$ cat src/sfc_pkg.sv
`default_nettype none
package sfc_pkg;

  typedef enum logic [1:0] {
    PH_HUNT    = 2'd0,
    PH_COLLECT = 2'd1,
    PH_SYNC_A  = 2'd2,
    PH_SYNC_B  = 2'd3
  } phase_t;

  typedef enum logic [1:0] {
    EV_FRAME  = 2'd0,
    EV_GAINED = 2'd1,
    EV_LOST   = 2'd2
  } event_kind_t;

  typedef struct packed {
    event_kind_t kind;
    logic [15:0] serial;
    logic [31:0] count;
    logic [31:0] delta;
  } event_t;

  localparam int unsigned PaddrWidth = 3;
  localparam logic [0:0] RegSyncValue = 1'b0;
  localparam logic [7:0] SyncValueReset = 8'hff;
  localparam logic [2:0] LastBytePos = 3'd5;

endpackage
`default_nettype wire

$ cat src/sfc_cfg.sv
`default_nettype none
module sfc_cfg (
  input  wire logic                            clk,
  input  wire logic                            rst,
  input  wire logic                            psel,
  input  wire logic                            penable,
  input  wire logic                            pwrite,
  input  wire logic [sfc_pkg::PaddrWidth-1:0]  paddr,
  input  wire logic [31:0]                     pwdata,
  output logic      [31:0]                     prdata,
  output logic                                 pready,
  output logic      [7:0]                      sync_value
);

  logic reg_hit;

  assign reg_hit = (paddr[2:2] == sfc_pkg::RegSyncValue);
  assign pready  = 1'b1;

  always_ff @(posedge clk) begin
    if (rst) begin
      sync_value <= sfc_pkg::SyncValueReset;
    end else if (psel && penable && pwrite && pready && reg_hit) begin
      sync_value <= pwdata[7:0];
    end
  end

  always_comb begin
    if (reg_hit) begin
      prdata = {24'd0, sync_value};
    end else begin
      prdata = 32'd0;
    end
  end

endmodule
`default_nettype wire

$ cat src/sfc_core.sv
`default_nettype none
module sfc_core (
  input  wire logic            clk,
  input  wire logic            rst,
  input  wire logic            accept,
  input  wire logic [7:0]      data_byte,
  input  wire logic [7:0]      sync_value,
  output logic                 ev_valid,
  output sfc_pkg::event_t      ev
);

  sfc_pkg::phase_t phase, phase_next;
  logic [7:0]  previous_byte;
  logic [2:0]  byte_position, byte_position_next;
  logic [39:0] frame_shift, frame_shift_next;
  logic [31:0] previous_count, previous_count_next;
  logic        is_sync;
  logic        frame_end;
  logic [31:0] frame_count;

  assign is_sync     = (data_byte == sync_value);
  assign frame_end   = (byte_position >= sfc_pkg::LastBytePos);
  assign frame_count = {frame_shift[23:0], data_byte};

  always_comb begin
    phase_next = phase;
    case (phase)
      sfc_pkg::PH_HUNT: begin
        if ((previous_byte == sync_value) && is_sync) begin
          phase_next = sfc_pkg::PH_COLLECT;
        end
      end
      sfc_pkg::PH_COLLECT: begin
        if (frame_end) begin
          phase_next = sfc_pkg::PH_SYNC_A;
        end
      end
      sfc_pkg::PH_SYNC_A: begin
        phase_next = is_sync ? sfc_pkg::PH_SYNC_B : sfc_pkg::PH_HUNT;
      end
      sfc_pkg::PH_SYNC_B: begin
        phase_next = is_sync ? sfc_pkg::PH_COLLECT : sfc_pkg::PH_HUNT;
      end
      default: begin
        phase_next = sfc_pkg::PH_HUNT;
      end
    endcase
  end

  always_comb begin
    ev_valid            = 1'b0;
    ev.kind             = sfc_pkg::EV_FRAME;
    ev.serial           = 16'd0;
    ev.count            = 32'd0;
    ev.delta            = 32'd0;
    byte_position_next  = byte_position;
    frame_shift_next    = frame_shift;
    previous_count_next = previous_count;
    case (phase)
      sfc_pkg::PH_HUNT: begin
        if ((previous_byte == sync_value) && is_sync) begin
          ev_valid           = 1'b1;
          ev.kind            = sfc_pkg::EV_GAINED;
          byte_position_next = 3'd0;
        end
      end
      sfc_pkg::PH_COLLECT: begin
        if (frame_end) begin
          ev_valid            = 1'b1;
          ev.kind             = sfc_pkg::EV_FRAME;
          ev.serial           = frame_shift[39:24];
          ev.count            = frame_count;
          ev.delta            = frame_count - previous_count;
          previous_count_next = frame_count;
          byte_position_next  = 3'd0;
          frame_shift_next    = 40'd0;
        end else begin
          frame_shift_next   = {frame_shift[31:0], data_byte};
          byte_position_next = byte_position + 3'd1;
        end
      end
      sfc_pkg::PH_SYNC_A: begin
        if (!is_sync) begin
          ev_valid = 1'b1;
          ev.kind  = sfc_pkg::EV_LOST;
        end
      end
      sfc_pkg::PH_SYNC_B: begin
        if (!is_sync) begin
          ev_valid = 1'b1;
          ev.kind  = sfc_pkg::EV_LOST;
        end else begin
          byte_position_next = 3'd0;
        end
      end
      default: begin
        ev_valid = 1'b0;
      end
    endcase
  end

  always_ff @(posedge clk) begin
    if (rst) begin
      phase          <= sfc_pkg::PH_HUNT;
      previous_byte  <= 8'd0;
      byte_position  <= 3'd0;
      frame_shift    <= 40'd0;
      previous_count <= 32'd0;
    end else if (accept) begin
      phase          <= phase_next;
      previous_byte  <= data_byte;
      byte_position  <= byte_position_next;
      frame_shift    <= frame_shift_next;
      previous_count <= previous_count_next;
    end
  end

endmodule
`default_nettype wire

$ cat src/sfc_out.sv
`default_nettype none
module sfc_out (
  input  wire logic             clk,
  input  wire logic             rst,
  input  wire logic             push,
  input  wire sfc_pkg::event_t  push_ev,
  input  wire logic             out_stall,
  output logic                  out_valid,
  output sfc_pkg::event_t       out_ev,
  output logic                  full
);

  logic            skid_valid;
  sfc_pkg::event_t skid_ev;
  logic            take;

  assign take = out_valid && !out_stall;
  assign full = skid_valid;

  always_ff @(posedge clk) begin
    if (rst) begin
      out_valid  <= 1'b0;
      skid_valid <= 1'b0;
    end else begin
      if (take || !out_valid) begin
        out_valid  <= skid_valid || push;
        skid_valid <= 1'b0;
      end else if (push) begin
        skid_valid <= 1'b1;
      end
    end
  end

  always_ff @(posedge clk) begin
    if (take || !out_valid) begin
      out_ev <= skid_valid ? skid_ev : push_ev;
    end else if (push) begin
      skid_ev <= push_ev;
    end
  end

endmodule
`default_nettype wire

$ cat src/sync_frame_counter_deframer.sv
// Sync-word frame deframer with a running count difference.
// Bytes of the raw stream arrive on the input channel (in_valid, in_stall,
// data_byte), one request per byte. Events leave on the output channel
// (out_valid, out_stall, event_kind, serial_number, count_value, count_delta):
// sync gained, sync lost, or a decoded frame with its serial number, count
// and count minus the count of the previous frame.
// A byte is taken in every cycle in which in_valid is high and in_stall is
// low, so the sustained rate is one byte per clock. An event caused by a
// byte is registered when that byte is accepted; the byte decode is a single
// pass from the state registers to the output register.
// When the receiver stalls, one further event is held in a skid register;
// in_stall is raised only while that register is occupied.
// The sync byte value is set through the APB port at address 0 and resets
// to 0xff. Reset returns the block to the hunt with the previous byte and
// previous count at zero, and drops any event not yet delivered.
`default_nettype none
module sync_frame_counter_deframer (
  input  wire logic                            clk,
  input  wire logic                            rst,
  input  wire logic                            in_valid,
  output logic                                 in_stall,
  input  wire logic [7:0]                      data_byte,
  output logic                                 out_valid,
  input  wire logic                            out_stall,
  output logic      [1:0]                      event_kind,
  output logic      [15:0]                     serial_number,
  output logic      [31:0]                     count_value,
  output logic signed [31:0]                   count_delta,
  input  wire logic                            psel,
  input  wire logic                            penable,
  input  wire logic                            pwrite,
  input  wire logic [sfc_pkg::PaddrWidth-1:0]  paddr,
  input  wire logic [31:0]                     pwdata,
  output logic      [31:0]                     prdata,
  output logic                                 pready
);

  logic            accept;
  logic            ev_valid;
  logic            full;
  logic [7:0]      sync_value;
  sfc_pkg::event_t ev;
  sfc_pkg::event_t out_ev;

  assign in_stall = full;
  assign accept   = in_valid && !in_stall;

  sfc_cfg u_cfg (
    .clk        (clk),
    .rst        (rst),
    .psel       (psel),
    .penable    (penable),
    .pwrite     (pwrite),
    .paddr      (paddr),
    .pwdata     (pwdata),
    .prdata     (prdata),
    .pready     (pready),
    .sync_value (sync_value)
  );

  sfc_core u_core (
    .clk        (clk),
    .rst        (rst),
    .accept     (accept),
    .data_byte  (data_byte),
    .sync_value (sync_value),
    .ev_valid   (ev_valid),
    .ev         (ev)
  );

  sfc_out u_out (
    .clk       (clk),
    .rst       (rst),
    .push      (accept && ev_valid),
    .push_ev   (ev),
    .out_stall (out_stall),
    .out_valid (out_valid),
    .out_ev    (out_ev),
    .full      (full)
  );

  assign event_kind    = out_ev.kind;
  assign serial_number = out_ev.serial;
  assign count_value   = out_ev.count;
  assign count_delta   = $signed(out_ev.delta);

endmodule
`default_nettype wire

$ cat config.mk
export PLATFORM = sky130hd
export DESIGN_NAME = sync_frame_counter_deframer
export DESIGN_NICKNAME = d
export VERILOG_FILES = /design/src/sfc_pkg.sv /design/src/sfc_cfg.sv /design/src/sfc_core.sv /design/src/sfc_out.sv /design/src/sync_frame_counter_deframer.sv
export SDC_FILE = /design/constraint.sdc
export NUM_CORES = 1
export LEC_CHECK = 0
export ABC_AREA = 1
export ABC_CLOCK_PERIOD_IN_PS = 13770
export BUFFER_PORTS_ARGS = -buffer_cell sky130_fd_sc_hd__buf_2
export CAP_MARGIN = 20
export CORE_MARGIN = 5
export CORE_UTILIZATION = 45
export CTS_BUF_LIST = sky130_fd_sc_hd__clkbuf_16
export DETAILED_ROUTE_END_ITERATION = 6
export GPL_ROUTABILITY_DRIVEN = 0
export GPL_TIMING_DRIVEN = 0
export SKIP_CTS_REPAIR_TIMING = 1
export SLEW_MARGIN = 20
export SYNTH_ARGS = -nofsm -noshare
export SYNTH_HDL_FRONTEND = slang
export SYNTH_SLANG_ARGS = --single-unit
$ cat constraint.sdc
create_clock -name clk -period 13.77 [get_ports clk]
set_clock_uncertainty 0.1 [all_clocks]
set_input_delay 2.0655 -clock clk [delete_from_list [all_inputs] [get_ports clk]]
set_output_delay 2.0655 -clock clk [all_outputs]
set_load 0.01 [all_outputs]
Yosys cells after proc, flatten, opt, wreduce, memory -nomap -nowiden
Cells that the tools add are included.
{ "op_classes": {"n_addsub": 2, "order_cmp": 1, "eq_ne": 8, "n_mux": 21, "bitwise_logic": 2, "reduce_logical": 21} }
{ "ops": {"columns": ["op", "count"], "rows": [
  ["2-to-1 mux 80 bit", 2],
  ["2-to-1 mux 82 bit", 1],
  ["2-to-1 mux 40 bit", 1],
  ["subtractor 32 bit", 1],
  ["== test 8 bit", 2],
  ["2-to-1 mux 3 bit", 3],
  ["case mux 3 bit (3 select lines)", 1],
  ["2-to-1 mux 2 bit", 4],
  ["2-to-1 mux 8 bit", 1],
  ["case mux 2 bit (4 select lines)", 1],
  ["logical AND 1 bit", 7],
  ["inequality test 2 x 1 -> 1 bit, second input constant", 3],
  ["case mux 2 bit (3 select lines)", 1],
  ["AND reduction 3 bit", 2],
  ["2-to-1 mux 1 bit", 5],
  ["== test 2 bit, second input constant", 2],
  ["AND reduction 2 bit", 2],
  ["AND reduction 4 bit", 1],
  ["OR reduction 2 bit", 2],
  ["adder 3 x 1 -> 3 bit, second input constant", 1],
  ["greater-or-equal comparator 3 bit, second input constant", 1],
  ["logical NOT 1 bit", 3],
  ["case mux 1 bit (3 select lines)", 1],
  ["nonzero test 3 bit", 1],
  ["other kinds (4)", 6]
]} }
{ "totals": {"ff_bits": 259, "input_bits": 50, "word_cells": 71} }

Logic depth before layout (Yosys ltp)
Gate-level depths: netlist of the first run.
{ "depth": {"word_depth": 6, "depth_mapped": 15, "mapped_depth_nobuf": 15} }

Hierarchy
A second synthesis of the first run with hierarchy kept.
{ "hier_totals": {"cells_unflattened": 1499, "area_unflattened_um2": 12648.4} }
{ "modules_own_cells": {"columns": ["mod", "instances", "cells_per_inst", "area_each_um2", "seq_area_each_um2"], "rows": [
  ["sfc_out", 1, 439, 6134.6, 4964.8],
  ["sfc_core", 1, 973, 5906.9, 1701.6],
  ["sfc_cfg", 1, 82, 583.1, 160.2],
  ["sync_frame_counter_deframer", 1, 5, 23.8, 0.0]
]} }

Worst setup path after synthesis of the first run
Ideal clock, no wire load.
{ "synth_path": {"path_kind": "input port to flip-flop", "from": "input out_stall", "to": "register u_out.skid_ev[0] (netlist name), enable pin", "setup_time_ns": 0.523, "arrival_time_ns": 7.567, "t_required_ns": 13.147, "setup_slack_ns": 5.580, "path_stages": 2, "n_path_buf": 0, "path_cell_list": "nand2_1 -> nor2_1"} }
{ "synth_between": {"elab_chain_len": 5} }
{ "synth_rtl": {"columns": ["element", "line_no", "text"], "rows": [
  ["from (decl)", "sync_frame_counter_deframer.sv:24", "input wire logic out_stall,"],
  ["logical NOT 1 bit", "sfc_out.sv:17", "assign take = out_valid && !out_stall;"],
  ["logical AND 1 bit", "sfc_out.sv:17", null],
  ["logical OR 1 bit", "sfc_out.sv:35", "if (take || !out_valid) begin"],
  ["NOT 1 bit (no source line)", null, null],
  ["AND reduction 2 bit (no source line)", null, null],
  ["to (signal assigned)", "sfc_out.sv:38", "skid_ev <= push_ev;"],
  ["to (decl)", "sfc_out.sv:14", "sfc_pkg::event_t skid_ev;"]
]} }
Every way passes these cells.
A chain may end at the register's enable or synchronous reset.

Worst setup path in the final report of the first run
{ "layout_path": {"from": "input paddr[2] (netlist name)", "to": "output prdata[3]"} }
{ "layout_between": {"elab_chain_len": 1} }
{ "layout_rtl": {"columns": ["element", "line_no", "text"], "rows": [
  ["from (decl)", "sync_frame_counter_deframer.sv:32", "input wire logic [sfc_pkg::PaddrWidth-1:0] paddr,"],
  ["2-to-1 mux 8 bit", "sfc_cfg.sv:29", "if (reg_hit) begin"],
  ["to (decl)", "sync_frame_counter_deframer.sv:34", "output logic [31:0] prdata,"]
]} }
Every way passes these cells.

==> results.py, run 1 <==
metrics = {
    "timing": {
        "final-hold-violation-count": 0,
        "min_period_over_period": 0.343,
        "timing.max_slew.rel_slack": 0.487,
        "grt_setup_unrepaired": "false",
        "tightest_slew_ns": 0.770,
        "worst_hold_slack_ns": 0.360,
        "fmaxAchievable_mhz": 212,
        "final.setup.tns_ns": 0,
        "setup_viol_count_final": 0,
        "maxSlewViolCount": 0,
        "post-route-min-period_ns": 4.72,
    },
    "synthesis": {
        "synth_simple_gate_area_frac": 0.259,
        "dominantRegCellSynth": "sky130_fd_sc_hd__edfxtp_1",
        "yosys_warnings": 0,
        "combinational_family_with_the_most_area_after_synthesis": "simple AND/OR/NAND/NOR gates",
        "synth_enable_flop_cells": 164,
        "ys_types": 32,
        "synth_compound_area_frac": 0.0763,
        "register_bit_total_from_synthesis": 259,
        "synth_mux_area_frac": 0,
        "synthArstFlopShare": 0,
        "post_synth_fa_ha_maj_area_fraction": 0.0345,
        "post_synth_xor_area_fraction": 0.00271,
        "synth_seq_area_share": 0.529,
        "post_synthesis_cell_count": 1620,
        "synth.cell_area_mm2": 0.0129,
        "syn_area_per_cell_um2": 7.97,
    },
    "worst_setup_path": {
        "maximum_fanout_encountered_on_the_critical_timing_path": 9,
        "cpPeakStageDelay_ns": 0.26,
        "timing.critical_path.from": "paddr[2]",
        "crit_family": "buffers and inverters",
        "reg2reg_setup_slack_ns": 10.90,
        "worstRegToRegCells": 10,
        "cp-start-kind": "input port",
        "timing.setup.critical_path_class": "in -> out",
        "crit-reg2reg-capture": "u_out.skid_ev[29]",
        "arrival_ns": 2.55,
        "number_of_buffers_and_inverters_on_the_critical_path": 2,
        "critical_path.endpoint": "prdata[3]",
        "worstPathCellList": "clkbuf_1 -> nor2_1 -> buf_2",
        "path_depth": 3,
        "critical_path.reg2reg.startpoint": "u_out.full",
        "critPathSlowestCell": "sky130_fd_sc_hd__clkbuf_1",
        "cp.required_ns": 11.60,
        "setup.worst_path.end_class": "output pin",
    },
    "placement": {
        "portBuffers": 113,
        "detailed_place_hpwl_um": 23600,
        "dp_cells": 2144,
    },
    "layout": {
        "area.growth.synth_to_final_pct": 16.2,
        "mostFrequentLayoutCells": "580 x sky130_fd_sc_hd__nand2_1, 223 x sky130_fd_sc_hd__inv_1, 164 x sky130_fd_sc_hd__edfxtp_1, 127 x sky130_fd_sc_hd__buf_2, 124 x sky130_fd_sc_hd__nor2_1",
        "layout.cells.most_common": "sky130_fd_sc_hd__nand2_1",
        "seqCellArea_mm2": 0.00683,
        "drive_gt1_frac": 0.116,
        "layout.filler_cells": 2823,
        "multi_input_comb_area_mm2": 0.00492,
        "finish.net_count": 1875,
        "layout.cells.non_filler": 2196,
        "antenna_cell_count": 0,
    },
    "floorplanning": {
        "chipHeight_um": 179,
        "floorplan.die.width_um": 179,
        "io-pin-count": 167,
        "initial_core_utilization": 0.452,
        "dieArea_mm2": 0.0322,
        "floorplan.core_area_mm2": 0.0285,
        "number_of_cell_rows": 62,
    },
    "run": {
        "cap_violations": 0,
    },
    "drt": {
        "post_drt_via_cell_ratio": 4.80,
        "postRouteWirelength_um": 31500,
        "detail-route-antenna-nets": 0,
        "number_of_design_rule_violations_left_after_detail_routing": 0,
        "wire_per_inst_um": 14.4,
        "vias": 10541,
        "pre_repair_dr_iteration_count": 6,
        "drt_first_iter_violations": 801,
    },
    "outcome": {
        "result_of_the_run": "finished clean",
    },
    "grt": {
        "grt.total_usage": 0.190,
        "grt_max_degree": 47,
        "grt_pass1_wl_um": 51200,
        "grt_overflow_total": 0,
        "grt_pass1_vias": 10047,
        "antenna_found_initial": 0,
    },
    "clocking": {
        "clock-sinks": 259,
        "clkSlewWorstSetupHoldPaths_ns": 0.06,
        "cts_htree_levels": 1,
        "clk_root_buffer_cell": "sky130_fd_sc_hd__clkbuf_16",
        "tritoncts": "built",
        "insertion_delay_ns": 0.56,
        "clk_path_buf_depth": 3,
        "cts_made_buffers": 28,
    },
    "hold_path": {
        "hold_path.class": "reg -> reg",
    },
    "pwr": {
        "power_leakage_nw": 7.25,
        "post-layout-total-power_mw": 1.66,
        "vdd.ir_drop.worst_v": 0.0000765,
        "power.density_mw_per_mm2": 111,
    },
}
[synthesized netlist by cell type, types with 3 or more instances]
cell type	n	area [µm²]
sky130_fd_sc_hd__o21ai_1	31	155
sky130_fd_sc_hd__o211ai_1	8	60.1
sky130_fd_sc_hd__clkbuf_1	36	135
sky130_fd_sc_hd__ha_1	34	425
sky130_fd_sc_hd__a21oi_1	115	576
sky130_fd_sc_hd__o21ai_0	15	75.1
sky130_fd_sc_hd__xnor2_1	3	26.3
sky130_fd_sc_hd__and3_1	14	87.6
sky130_fd_sc_hd__buf_2	14	70.1
sky130_fd_sc_hd__o21a_1	3	22.5
sky130_fd_sc_hd__nand2_2	3	18.8
sky130_fd_sc_hd__buf_1	9	33.8
sky130_fd_sc_hd__nand3_1	67	335
sky130_fd_sc_hd__a211oi_1	10	75.1
sky130_fd_sc_hd__nand3b_1	9	67.6
sky130_fd_sc_hd__dfxtp_1	95	1900
sky130_fd_sc_hd__edfxtp_1	164	4920
sky130_fd_sc_hd__nor2_1	125	469
sky130_fd_sc_hd__inv_1	218	818
sky130_fd_sc_hd__nor2_4	3	33.8
sky130_fd_sc_hd__nand4_1	21	131
sky130_fd_sc_hd__inv_2	6	22.5
sky130_fd_sc_hd__buf_4	25	188
sky130_fd_sc_hd__nand2_1	581	2180
[through the flow]
stage	util	cell area (µm²)	setup WS, ns
after floorplan	-	13000	5.58
after global placement	0.492	14000	2.54
after detailed placement	0.496	14100	9.05
after CTS	0.526	15000	9.04
after global routing	0.526	15000	8.98
final	0.526	15000	9.05
[worst min-delay path by stage]
stage,to,slack (ns),from,cells after the start
after CTS,u_core.previous_count[7],0.36,u_core.previous_count[7],2
after global placement,u_core.previous_count[7],0.35,u_core.previous_count[7],2
after global routing,u_core.previous_count[29],0.38,u_core.previous_count[29],2
final,u_core.previous_count[2],0.36,u_core.previous_count[2],2
after detailed placement,u_core.previous_count[7],0.35,u_core.previous_count[7],2
after floorplan,u_core.previous_count[2],0.33,u_core.previous_count[2],2
[routing by layer]
layer	track usage	vias to the layer above	part of all wire
li1	-	5475	-
met5	0	-	0
met2	0.320	245	0.46
met1	0.266	4786	0.47
met3	0.0279	35	0.056
met4	0.0378	0	0.014
[worst reg2reg max path, stage by stage (launching register included)]
cell	delay [ns]
sky130_fd_sc_hd__dfxtp_1	0.33
sky130_fd_sc_hd__buf_2	0.24
sky130_fd_sc_hd__clkinv_2	0.20
sky130_fd_sc_hd__nand2_2	0.10
sky130_fd_sc_hd__buf_2	0.20
sky130_fd_sc_hd__inv_1	0.09
sky130_fd_sc_hd__buf_2	0.21
sky130_fd_sc_hd__nand3_1	0.19
sky130_fd_sc_hd__nor2_4	0.44
sky130_fd_sc_hd__buf_16	0.23
sky130_fd_sc_hd__buf_12	0.21
[registers in the layout, indices dropped and copies added (netlist names)]
| register | flops |
|---|---|
| u_cfg.sync_value | 8 |
| u_core.byte_position | 3 |
| u_core.frame_shift | 40 |
| u_core.phase | 2 |
| u_core.previous_byte | 8 |
| u_core.previous_count | 32 |
| u_out.full | 1 |
| u_out.out_ev | 82 |
| u_out.out_valid | 1 |
| u_out.skid_ev | 82 |
[power breakdown]
group	switching, mW	leakage (nW)	internal [mW]
clock	0.307	0.437	0.389
sequential	0.00624	2.65	0.830
combinational	0.0843	4.16	0.0418
total	0.398	7.25	1.26
[cell families after synthesis]
| kind of cell | Yosys count |
|---|---|
| and+or+nand+nor | 826 |
| buffers and inverters | 309 |
| DFF | 259 |
| other | 2 |
| adders and majority gates | 35 |
| xor gates and xnor gates | 4 |
| AOI/OAI and AO/OA | 185 |
[area by class of cell]
class | instances | area share
buffer | 84 | 0.0284
clock buffer | 28 | 0.0467
clock inverter | 24 | 0.0106
inverter | 225 | 0.0564
multi-input combinational | 1075 | 0.328
sequential | 259 | 0.455
tap | 384 | 0.0320
timing repair buffer | 117 | 0.0435
Note: power is estimated with default switching activity, not from simulation.
==> inputs of run 2 (changes only) <==
--- a/config.mk
+++ b/config.mk
@@ -5,8 +5,8 @@
 export SDC_FILE = /design/constraint.sdc
 export NUM_CORES = 1
 export LEC_CHECK = 0
-export ABC_AREA = 1
-export ABC_CLOCK_PERIOD_IN_PS = 13770
+export ABC_AREA = 0
+export ABC_CLOCK_PERIOD_IN_PS = 3900
 export BUFFER_PORTS_ARGS = -buffer_cell sky130_fd_sc_hd__buf_2
 export CAP_MARGIN = 20
 export CORE_MARGIN = 5
@@ -15,6 +15,7 @@
 export DETAILED_ROUTE_END_ITERATION = 6
 export GPL_ROUTABILITY_DRIVEN = 0
 export GPL_TIMING_DRIVEN = 0
+export PLACE_DENSITY = 0.67
 export SKIP_CTS_REPAIR_TIMING = 1
 export SLEW_MARGIN = 20
 export SYNTH_ARGS = -nofsm -noshare
==> constraint.sdc (replaced) <==
create_clock -name clk -period 3.9 [get_ports clk]
set_clock_uncertainty 0.1 [all_clocks]
set_input_delay 0.585 -clock clk [delete_from_list [all_inputs] [get_ports clk]]
set_output_delay 0.585 -clock clk [all_outputs]
set_load 0.01 [all_outputs]
==> run 2 against run 1 <==
- total power grew to 3.3 times the previous value
- die area shrank 6.2%
- first-iteration DRC count shrank 31%
- setup slack lost 8.1 ns
- largest power group unchanged
- core utilization grew 0.23 points
- sequential cell count is the same
- via count shrank 18%
- non-clock buffer count grew 5
- sequential power grew to 3.5 times the previous value
- combinational power grew 63%
- routed wire length shrank 13%
- hold slack lost 0.19 ns
==> results.py, run 2 <==
metrics = {
    "worst_setup_path": {
        "timing.setup.critical_path_class": "in -> reg",
        "crit-reg2reg-capture": "u_out.out_ev[24]",
        "arrival_ns": 3.10,
        "setup.worst_path.end_class": "register",
        "worstRegToRegCells": 9,
        "critical_path.reg2reg.startpoint": "u_core.previous_count[0]",
        "cp-start-kind": "input port",
        "cp.required_ns": 4.05,
        "maximum_fanout_encountered_on_the_critical_timing_path": 5,
        "reg2reg_setup_slack_ns": 0.96,
    },
    "layout": {
        "antenna_cell_count": 0,
        "area.growth.synth_to_final_pct": 16.6,
        "finish.net_count": 1391,
        "layout.cells.most_common": "sky130_fd_sc_hd__nand2_1",
        "drive_gt1_frac": 0.190,
        "fin_util": 0.528,
        "mostFrequentLayoutCells": "169 x sky130_fd_sc_hd__nand2_1, 164 x sky130_fd_sc_hd__edfxtp_1, 122 x sky130_fd_sc_hd__buf_2, 95 x sky130_fd_sc_hd__nor2_1, 95 x sky130_fd_sc_hd__dfxtp_1",
        "layout_top_registers": "u_out.out_ev: 82 flops, u_out.skid_ev: 82 flops, u_core.frame_shift: 40 flops",
        "layout.filler_cells": 2397,
    },
    "pwr": {
        "power.density_mw_per_mm2": 388,
        "post-layout-total-power_mw": 5.46,
        "vdd.ir_drop.worst_v": 0.000266,
        "power_leakage_nw": 5.83,
    },
    "floorplanning": {
        "dieArea_mm2": 0.0302,
        "floorplan.core_area_mm2": 0.0267,
        "initial_core_utilization": 0.453,
        "chipHeight_um": 174,
        "number_of_cell_rows": 60,
        "floorplan.die.width_um": 174,
        "io-pin-count": 167,
    },
    "clocking": {
        "cts_htree_levels": 1,
        "cts_made_buffers": 26,
        "clk_path_buf_depth": 3,
        "insertion_delay_ns": 0.53,
        "clk_root_buffer_cell": "sky130_fd_sc_hd__clkbuf_16",
        "clkSlewWorstSetupHoldPaths_ns": 0.06,
        "tritoncts": "built",
        "clock-sinks": 259,
    },
    "run": {
        "cap_violations": 0,
    },
    "grt": {
        "grt_overflow_total": 0,
        "grt_pass1_wl_um": 44500,
        "grt.total_usage": 0.176,
        "antenna_found_initial": 0,
        "grt_pass1_vias": 8560,
        "grt_max_degree": 48,
    },
    "synthesis": {
        "synth.cell_area_mm2": 0.0121,
        "ys_types": 61,
        "register_bit_total_from_synthesis": 259,
        "synthTopCellsByArea": "sky130_fd_sc_hd__edfxtp_1 41%, sky130_fd_sc_hd__dfxtp_1 16%, sky130_fd_sc_hd__nand2_1 5.3%",
        "synth_top_area_frac": 0.408,
        "synth_seq_area_share": 0.566,
        "synth_enable_flop_cells": 164,
        "cell_accounting_for_the_most_synthesized_area": "sky130_fd_sc_hd__edfxtp_1",
        "synthArstFlopShare": 0,
        "syn_area_per_cell_um2": 10.6,
        "post_synthesis_cell_count": 1137,
        "yosys_warnings": 0,
        "synth_common_cells": "170 x sky130_fd_sc_hd__nand2_1, 164 x sky130_fd_sc_hd__edfxtp_1, 96 x sky130_fd_sc_hd__nor2_1",
        "dominant_cell_by_count_in_the_synthesized_netlist": "sky130_fd_sc_hd__nand2_1",
        "dominantRegCellSynth": "sky130_fd_sc_hd__edfxtp_1",
    },
    "hold_path": {
        "min_path_cells": 3,
        "hold_path.class": "in -> reg",
        "timing.hold.worst_endpoint": "u_cfg.sync_value[1]",
        "worstHoldStart": "pwdata[1]",
    },
    "drt": {
        "number_of_design_rule_violations_left_after_detail_routing": 0,
        "pre_repair_dr_iteration_count": 5,
        "wire_per_inst_um": 16.4,
        "drt_first_iter_violations": 549,
        "postRouteWirelength_um": 27300,
        "post_drt_via_cell_ratio": 5.19,
        "detail-route-antenna-nets": 0,
        "vias": 8641,
    },
    "placement": {
        "portBuffers": 114,
        "pre_cts_ws_ns": 0.458,
        "detailed_place_hpwl_um": 20000,
    },
    "timing": {
        "final.setup.worst_slack_ns": 0.945,
        "setup_viol_count_final": 0,
        "post-route-min-period_ns": 2.96,
        "final-hold-violation-count": 0,
        "worst_hold_slack_ns": 0.171,
        "grt_setup_unrepaired": "false",
        "fmaxAchievable_mhz": 338,
        "min_period_over_period": 0.758,
        "maxSlewViolCount": 0,
        "tightest_slew_ns": 0.905,
        "timing.max_slew.rel_slack": 0.397,
    },
    "outcome": {
        "result_of_the_run": "finished clean",
    },
}
## run 2: cell types whose count changed after synthesis, moves of 18 or more
cell and delta:
sky130_fd_sc_hd__nor2_1 -29, sky130_fd_sc_hd__o21ai_0 +22, sky130_fd_sc_hd__inv_1 -175, sky130_fd_sc_hd__and2_1 +48, sky130_fd_sc_hd__nand3_1 -61, sky130_fd_sc_hd__xor2_1 +26, sky130_fd_sc_hd__o21ai_1 -30, sky130_fd_sc_hd__a22oi_1 +40
sky130_fd_sc_hd__mux2_2 +51, sky130_fd_sc_hd__clkbuf_1 +18, sky130_fd_sc_hd__nand2_1 -411, sky130_fd_sc_hd__a21oi_1 -34
## run 2: worst max path at each step
stage | from | to | slack, ns | depth (start not counted)
2_1_floorplan | out_stall | u_out.skid_ev[0] | 0.40 | 2
3_3_place_gp | out_stall | u_out.skid_ev[23] | -0.82 | 3
3_5_place_dp | data_byte[0] | u_out.out_ev[24] | 0.46 | 11
4_1_cts | u_cfg.sync_value[1] | u_out.skid_ev[22] | 0.96 | 8
5_1_grt | data_byte[0] | u_out.out_ev[24] | 0.67 | 11
6_report | data_byte[0] | u_out.out_ev[24] | 0.94 | 11
## run 2: worst max-delay path: stages
cell	delay [ns]
sky130_fd_sc_hd__buf_2	0.17
sky130_fd_sc_hd__inv_1	0.12
sky130_fd_sc_hd__ha_1	0.22
sky130_fd_sc_hd__fa_1	0.41
sky130_fd_sc_hd__nor2b_1	0.18
sky130_fd_sc_hd__o211ai_1	0.16
sky130_fd_sc_hd__a211oi_1	0.33
sky130_fd_sc_hd__o2111ai_1	0.30
sky130_fd_sc_hd__a21boi_0	0.30
sky130_fd_sc_hd__xnor2_1	0.21
sky130_fd_sc_hd__o21ai_0	0.12
## run 2: logic make-up (layout without fill, tap and decap cells)
logic type	count (synthesis)	in the layout	synth area share
AND/OR/NAND/NOR	385	385	0.145
adder cells (fa/ha/maj)	35	35	0.0369
multiplexers	51	51	0.0476
flip-flops	259	259	0.566
other	2	25	0.000622
AO/OA/AOI/OAI	229	229	0.122
XOR/XNOR	45	45	0.0327
buffers and inverters	131	296	0.0494
## run 2: metrics by stage
stage | cell area (µm²) | setup TNS (ns) | instances
3_5_place_dp | 13300 | 0 | 1619
3_3_place_gp | 13200 | -66.92 | 1615
4_1_cts | 14100 | 0 | 1666
6_report | 14100 | 0 | 1666
2_1_floorplan | 12200 | 0 | 1160
5_1_grt | 14100 | 0 | 1666
## run 2: cell type report
class,instances,area [µm²],area share
plain buffers,88,434,0.0309
clock buffers,28,701,0.0498
clock inverters,19,111,0.00791
inverters,43,161,0.0115
multi-input cells,770,4740,0.337
flip-flops and latches,259,6830,0.485
well taps,341,427,0.0303
repair buffers,118,666,0.0473
## run 2: power breakdown
part	internal [mW]	total (mW)	leakage [nW]	switching, mW
combinational	0.0819	0.206	2.89	0.124
sequential	2.89	2.89	2.51	0.00731
clock	1.36	2.36	0.430	1.00
total	4.32	5.46	5.83	1.13
## run 2: per-layer routing
metal / wire length (µm) / vias up / track usage / share of wire
met3: 1390 / 43 / 0.0251 / 0.051
met4: 622 / 0 / 0.0472 / 0.023
met2: 12100 / 228 / 0.279 / 0.44
met1: 13200 / 4069 / 0.256 / 0.48
li1: - / 4301 / - / -
met5: 0 / - / 0 / 0
